===== src/sv/rfr_pkg.sv =====
// ----------------------------------------------------------------------------
// rfr_pkg
// Shared types and codes of the regula falsi root finder.
// ----------------------------------------------------------------------------
package rfr_pkg;

    typedef logic [63:0] t_word;

    localparam t_word SIGN_BIT = 64'h8000_0000_0000_0000;
    localparam t_word MAX_POS  = 64'h7FFF_FFFF_FFFF_FFFF;
    localparam t_word ALL_ONES = 64'hFFFF_FFFF_FFFF_FFFF;

    localparam logic [1:0] CFG_TARGET = 2'd0;
    localparam logic [1:0] CFG_TOL    = 2'd1;
    localparam logic [1:0] CFG_MAXIT  = 2'd2;

    typedef enum logic [1:0] {
        ST_EVAL, ST_ROOT, ST_NONMONO, ST_NOCONV
    } t_status;

    typedef enum logic [1:0] {
        PH_IDLE, PH_LOW, PH_HIGH, PH_TRIAL
    } t_phase;

    typedef enum logic [4:0] {
        OP_NONE, OP_START, OP_SET_LOW, OP_SET_HIGH, OP_BEGIN, OP_FP_SETUP,
        OP_MUL, OP_DIVF, OP_FP_DONE, OP_SET_TRIAL, OP_RELAX,
        OP_UPDATE, OP_MONO, OP_JUDGE, OP_MID, OP_COMMIT
    } t_op;

    typedef enum logic [2:0] {
        PT_ZERO, PT_LOW, PT_HIGH, PT_TRIAL, PT_NEXT
    } t_pt_sel;

    typedef enum logic [4:0] {
        S_IDLE, S_DECODE, S_BEGIN, S_MUL, S_DIV, S_DIVW, S_FPDONE,
        S_RELAX, S_TOL, S_MONO, S_CHECK, S_JUDGE, S_DECIDE, S_EMIT
    } t_state;

    typedef struct packed {
        t_op     op;
        logic    load;
        logic    emit;
        t_status status;
        t_pt_sel pt_sel;
    } t_dp_cmd;

    typedef struct packed {
        logic cmd_bit;
        logic low_known;
        logic high_known;
        logic den_zero;
        logic mul_done;
        logic div_busy;
        logic in_tol;
        logic iter_max;
        logic both_seen;
        logic bisect;
    } t_dp_stat;

endpackage


===== src/sv/rfr_ctrl.sv =====
// ----------------------------------------------------------------------------
// rfr_ctrl
// Sequencer: solve phase, datapath commands and output handshake.
// ----------------------------------------------------------------------------
module rfr_ctrl
    import rfr_pkg::*;
(
    input  logic     i_clk,
    input  logic     i_rst_n,
    input  logic     i_in_valid,
    output logic     o_in_stall,
    output logic     o_out_valid,
    input  logic     i_out_stall,
    input  t_dp_stat i_stat,
    output t_dp_cmd  o_cmd
);

    t_state  r_state, n_state;
    t_phase  r_phase, n_phase, r_em_phase, n_em_phase;
    logic    r_pending, n_pending, r_loop, n_loop, r_out_valid;
    t_status r_em_status, n_em_status;
    t_pt_sel r_em_sel, n_em_sel;
    t_op     r_em_op, n_em_op;
    logic    w_can_emit;

    assign w_can_emit = !r_out_valid || !i_out_stall;

    always_comb begin
        n_state     = r_state;
        n_phase     = r_phase;
        n_pending   = r_pending;
        n_loop      = r_loop;
        n_em_status = r_em_status;
        n_em_sel    = r_em_sel;
        n_em_op     = r_em_op;
        n_em_phase  = r_em_phase;
        case (r_state)
            S_IDLE: if (i_in_valid) n_state = S_DECODE;
            S_DECODE: begin
                n_state = S_EMIT;
                n_em_status = ST_EVAL;
                n_em_op = OP_NONE;
                if (!i_stat.cmd_bit) begin
                    n_pending = !i_stat.high_known;
                    if (!i_stat.low_known) begin
                        n_em_sel = PT_LOW; n_em_phase = PH_LOW;
                    end else if (!i_stat.high_known) begin
                        n_em_sel = PT_HIGH; n_em_phase = PH_HIGH;
                    end else begin
                        n_state = S_BEGIN;
                    end
                end else begin
                    case (r_phase)
                        PH_LOW: begin
                            if (r_pending) begin
                                n_em_sel = PT_HIGH; n_em_phase = PH_HIGH;
                            end else begin
                                n_state = S_BEGIN;
                            end
                        end
                        PH_HIGH: begin
                            n_pending = 1'b0;
                            n_state = S_BEGIN;
                        end
                        PH_TRIAL: n_state = S_RELAX;
                        default: begin
                            n_em_status = ST_NOCONV; n_em_sel = PT_ZERO;
                            n_em_phase = PH_IDLE;
                        end
                    endcase
                end
            end
            S_BEGIN: begin
                n_loop = 1'b0;
                if (i_stat.den_zero) begin
                    n_state = S_EMIT; n_em_status = ST_NOCONV; n_em_sel = PT_ZERO;
                    n_em_op = OP_NONE; n_em_phase = PH_IDLE;
                end else begin
                    n_state = S_MUL;
                end
            end
            S_MUL:  if (i_stat.mul_done) n_state = S_DIV;
            S_DIV:  n_state = S_DIVW;
            S_DIVW: if (!i_stat.div_busy) n_state = S_FPDONE;
            S_FPDONE: begin
                n_state = S_EMIT; n_em_status = ST_EVAL; n_em_sel = PT_NEXT;
                n_em_op = r_loop ? OP_COMMIT : OP_SET_TRIAL; n_em_phase = PH_TRIAL;
            end
            S_RELAX: n_state = S_TOL;
            S_TOL: begin
                if (i_stat.in_tol) begin
                    n_state = S_EMIT; n_em_status = ST_ROOT; n_em_sel = PT_TRIAL;
                    n_em_op = OP_NONE; n_em_phase = PH_IDLE;
                end else if (i_stat.iter_max) begin
                    n_state = S_EMIT; n_em_status = ST_NOCONV; n_em_sel = PT_ZERO;
                    n_em_op = OP_NONE; n_em_phase = PH_IDLE;
                end else begin
                    n_state = S_MONO;
                end
            end
            S_MONO: n_state = S_CHECK;
            S_CHECK: begin
                if (i_stat.both_seen) begin
                    n_state = S_EMIT; n_em_status = ST_NONMONO; n_em_sel = PT_ZERO;
                    n_em_op = OP_NONE; n_em_phase = PH_IDLE;
                end else begin
                    n_state = S_JUDGE;
                end
            end
            S_JUDGE: n_state = S_DECIDE;
            S_DECIDE: begin
                n_loop = 1'b1;
                if (i_stat.bisect) begin
                    n_state = S_EMIT; n_em_status = ST_EVAL; n_em_sel = PT_NEXT;
                    n_em_op = OP_COMMIT; n_em_phase = PH_TRIAL;
                end else if (i_stat.den_zero) begin
                    n_state = S_EMIT; n_em_status = ST_NOCONV; n_em_sel = PT_ZERO;
                    n_em_op = OP_NONE; n_em_phase = PH_IDLE;
                end else begin
                    n_state = S_MUL;
                end
            end
            S_EMIT: begin
                if (w_can_emit) begin
                    n_state = S_IDLE;
                    n_phase = r_em_phase;
                end
            end
            default: n_state = S_IDLE;
        endcase
    end

    always_comb begin
        o_cmd = '{op: OP_NONE, load: 1'b0, emit: 1'b0, status: r_em_status,
                  pt_sel: r_em_sel};
        case (r_state)
            S_IDLE: o_cmd.load = i_in_valid;
            S_DECODE: begin
                if (!i_stat.cmd_bit) begin
                    o_cmd.op = OP_START;
                end else if (r_phase == PH_LOW) begin
                    o_cmd.op = OP_SET_LOW;
                end else if (r_phase == PH_HIGH) begin
                    o_cmd.op = OP_SET_HIGH;
                end
            end
            S_BEGIN:  o_cmd.op = OP_BEGIN;
            S_MUL:    o_cmd.op = OP_MUL;
            S_DIV:    o_cmd.op = OP_DIVF;
            S_FPDONE: o_cmd.op = OP_FP_DONE;
            S_RELAX:  o_cmd.op = OP_RELAX;
            S_TOL:    if (!i_stat.in_tol && !i_stat.iter_max) o_cmd.op = OP_UPDATE;
            S_MONO:   o_cmd.op = OP_MONO;
            S_JUDGE:  o_cmd.op = OP_JUDGE;
            S_DECIDE: begin
                if (i_stat.bisect) begin
                    o_cmd.op = OP_MID;
                end else if (!i_stat.den_zero) begin
                    o_cmd.op = OP_FP_SETUP;
                end
            end
            S_EMIT: begin
                if (w_can_emit) begin
                    o_cmd.op   = r_em_op;
                    o_cmd.emit = 1'b1;
                end
            end
            default: ;
        endcase
    end

    always_ff @(posedge i_clk) begin
        if (!i_rst_n) begin
            r_state     <= S_IDLE;
            r_phase     <= PH_IDLE;
            r_pending   <= 1'b0;
            r_loop      <= 1'b0;
            r_out_valid <= 1'b0;
            r_em_status <= ST_EVAL;
            r_em_sel    <= PT_ZERO;
            r_em_op     <= OP_NONE;
            r_em_phase  <= PH_IDLE;
        end else begin
            r_state     <= n_state;
            r_phase     <= n_phase;
            r_pending   <= n_pending;
            r_loop      <= n_loop;
            r_em_status <= n_em_status;
            r_em_sel    <= n_em_sel;
            r_em_op     <= n_em_op;
            r_em_phase  <= n_em_phase;
            if (o_cmd.emit) begin
                r_out_valid <= 1'b1;
            end else if (!i_out_stall) begin
                r_out_valid <= 1'b0;
            end
        end
    end

    assign o_in_stall  = (r_state != S_IDLE);
    assign o_out_valid = r_out_valid;

endmodule


===== config.mk =====
export PLATFORM = sky130hd
export DESIGN_NAME = rfr_ctrl
export DESIGN_NICKNAME = d
export VERILOG_FILES = /design/src/sv/rfr_pkg.sv /design/src/sv/rfr_ctrl.sv
export SDC_FILE = /design/constraint.sdc
export NUM_CORES = 1
export LEC_CHECK = 0
export CAP_MARGIN = 15
export CORE_ASPECT_RATIO = 1.5
export CORE_MARGIN = 3
export CORE_UTILIZATION = 35
export CTS_CLUSTER_DIAMETER = 50
export DETAILED_ROUTE_END_ITERATION = 10
export DONT_BUFFER_PORTS = 1
export GPL_ROUTABILITY_DRIVEN = 0
export GPL_TIMING_DRIVEN = 0
export SLEW_MARGIN = 20
export SYNTH_ARGS = -nofsm -noshare
export SYNTH_HDL_FRONTEND = slang
export SYNTH_SLANG_ARGS = --single-unit

===== constraint.sdc =====
create_clock -name i_clk -period 3.29 [get_ports i_clk]
set_input_delay 0.4935 -clock i_clk [delete_from_list [all_inputs] [get_ports i_clk]]
set_output_delay 0.4935 -clock i_clk [all_outputs]
set_load 0.02 [all_outputs]

==> metrics <==
Core Area=0.00435 mm2; largest net degree at the start of global routing=12; setup violators final=0; critical path's top delay family=buffers and inverters; final wirelength=between 4000 and 5000 um; Final HPWL DP=3770 um; Port Buf Inserts=0; worst setup margin=around 0.24 ns; DIE AREA=approximately 0.0055 mm2; # diodes=0; WP buf/inv=3; RSZ-0062 raised after global routing=no; Worst R2R Path Depth=5; initial antenna violation count=0; Startpoint Class=flop; clk_skew=0.00106 ns; Slew HR=0.505; Pwr Total=approximately 1.3 mW; syn_nets=229; VDD IR-drop max=just under 0.4 mV; worst-case clock buffer depth=2; first-pass GRT wire length=slightly below 8000 um; DRC=0; Die Wd=approximately 60 um; vias in the first global route=between 1500 and 2000; Final Max Slew Viols=0; fin nets=about 230; die height=89.2 um; Netlist Area Pre-Place=0.00161 mm2; Post-synth EDFFs=0; Post-Synth Simple-Gate Area=0.261; Mapped Cells=210; crit end category=primary output; Final Hold Viols=0; Routed wire per std cell=between 15 and 20 um; clock-pin slew of the registers on the worst-case setup and hold paths=0.08 ns; R2R Path End=r_em_sel[0]$_SDFFE_PN0P_; reg2reg setup slack=roughly 1.1 ns; setup slack after placement=0.548 ns; Max Freq=328 MHz; PostCTS Resize Cnt=0; post-route ant nets=0; clock tree sinks=21; row count=29; reg2reg start=r_state[3]$_SDFFE_PN0P_; post-synthesis mux area share=0.0186; worst path cell trace=clkbuf_1 > buf_2 > clkbuf_1 > nor2b_1 > a21oi_1 > o21ai_0; CP Class=flop to primary output; CTS tree=yes; CP max stage cell=o21ai_0; TritonRoute pass-1 iters=4; XOR/XNOR Fraction of Synth Area=0; DR iter-0 viols=83; layout cells sized above 1=0.103; CTS root buf=clkbuf_8; all-layer global routing usage=0.192; Worst EP arrival=2.56 ns; setup TNS=0 ns; CTS Buf Count=3; hold buffers post-CTS=0; Yosys reg bits=21; min-delay src=i_rst_n; Syn Area/Cell=~7.7 um2; MaxCap Viol Count=0; final period utilization=0.927; Filler Cells Inserted=478; Worst Hold Depth=2; crit-path most repeated cell=clkbuf_1; hold endpoint=r_em_op[0]$_SDFFE_PN0P_; commonest non-fill, non-tap cells in the layout=21 x nand2_1, 21 x dfxtp_1, 20 x a21oi_1; critical path data required time=2.80 ns; cell area power density=~780 mW/mm2; vias per inst=roughly 6.3; Lkg Pwr=0.601 nW; vias=between 1500 and 2000; clk_lat worst skew=0.27 ns; largest family of logic cells by synthesized area=compound AO/OA/AOI/OAI gates; worst-margin pin slew=0.742 ns; GRT Residual Overflow=0; Post-Synth Adder-Cell Area=0.0388; synth-to-layout area growth=6.36%; status=completed; ys async rst share=0; synth unique cells=roughly 60; Synth Area in Compound Gates=0.358; Synth Warn #=0; Setup Fix Bufs, Post-CTS=0; Hold Path Class=input port to flop; Max FO, Critical Path=10; sequential fraction of the synthesis area=0.260; # H-tree levels=1; Primary FF master, synth=dfxtp_1; # IOs=28; Min Clock Period, post-route=a little over 3 ns; Largest stage delay, worst path=between 0.5 and 0.6 ns; Initial Utilization=0.371
==> cells in the mapped netlist, types with 2 or more instances <==
cell / instances / area share
dfxtp_1: 21 / 0.26
nand2_1: 21 / 0.049
a21oi_1: 20 / 0.062
nor2_1: 18 / 0.042
o21ai_0: 17 / 0.053
inv_1: 10 / 0.023
nor2b_1: 7 / 0.027
nor3_1: 7 / 0.022
buf_2: 6 / 0.019
clkbuf_1: 6 / 0.014
ha_1: 5 / 0.039
a211oi_1: 4 / 0.019
a21oi_2: 3 / 0.016
a221oi_1: 3 / 0.016
a31oi_1: 3 / 0.012
and2_1: 3 / 0.012
mux2i_1: 3 / 0.019
nand2b_1: 3 / 0.012
a21o_1: 2 / 0.0093
a2bb2oi_1: 2 / 0.011
buf_1: 2 / 0.0047
nor3b_1: 2 / 0.0093
o211a_1: 2 / 0.012
o21ai_1: 2 / 0.0062
o31ai_1: 2 / 0.0093
o32ai_2: 2 / 0.020
or3b_1: 2 / 0.011
==> worst max-delay path by stage <==
stage / from / to / slack, ns / cells past startpoint
global placement: r_state[0]$_SDFFE_PN0P_ / o_cmd[10] / 0.51 / 6
finish: r_state[0]$_SDFFE_PN0P_ / o_cmd[10] / 0.24 / 6
detailed placement: r_state[0]$_SDFFE_PN0P_ / o_cmd[10] / 0.55 / 6
floorplan: r_state[0]$_SDFFE_PN0P_ / o_cmd[10] / 0.99 / 6
global route: r_state[0]$_SDFFE_PN0P_ / o_cmd[10] / 0.06 / 6
CTS: r_state[0]$_SDFFE_PN0P_ / o_cmd[10] / 0.24 / 6
==> registers in the layout (all words and copies together) (netlist names) <==
signal	flops
r_loop	1
o_out_valid	1
r_pending	1
r_phase	2
r_state	4
r_em_status	2
r_em_op	5
r_em_phase	2
r_em_sel	3
==> kinds of logic (layout without fill, tap and decap cells) <==
kind of cell | count (synthesis) | in the layout
compound gates | 79 | 79
flops | 21 | 21
mux | 3 | 3
buf+inv | 25 | 29
simple gates | 77 | 77
fa+ha+maj | 5 | 5
==> where the power goes <==
group	switching, mW	total (mW)	internal (mW)
logic	0.507	0.798	0.291
registers	0.0634	0.366	0.303
clock network	0.0929	0.180	0.0866
==> routing by layer <==
metal | GRT usage | wire, um
met2 | 0.329 | 2470
met1 | 0.220 | 1970
met3 | 0.0390 | 301
met5 | 0 | 0
met4 | 0.0946 | 189
==> area by class of cell <==
class,count,area [um2],share of cell area
multi-input cells,164,1090,0.636
flip-flops and latches,21,420,0.245
plain buffers,14,60.1,0.0350
well taps,46,57.6,0.0335
clock buffers,4,45.0,0.0262
inverters,11,41.3,0.0241
==> through the flow <==
step | area (um2) | utilization | hold WS (ns) | instances
4_1_cts | 1720 | 0.394 | 0.364 | 260
3_3_place_gp | 1670 | 0.384 | 0.414 | 256
6_report | 1720 | 0.394 | 0.362 | 260
5_1_grt | 1720 | 0.394 | 0.367 | 260
3_5_place_dp | 1670 | 0.384 | 0.435 | 256
2_1_floorplan | 1610 | - | 0.407 | 210
Note: power is estimated with default switching activity, not from simulation.
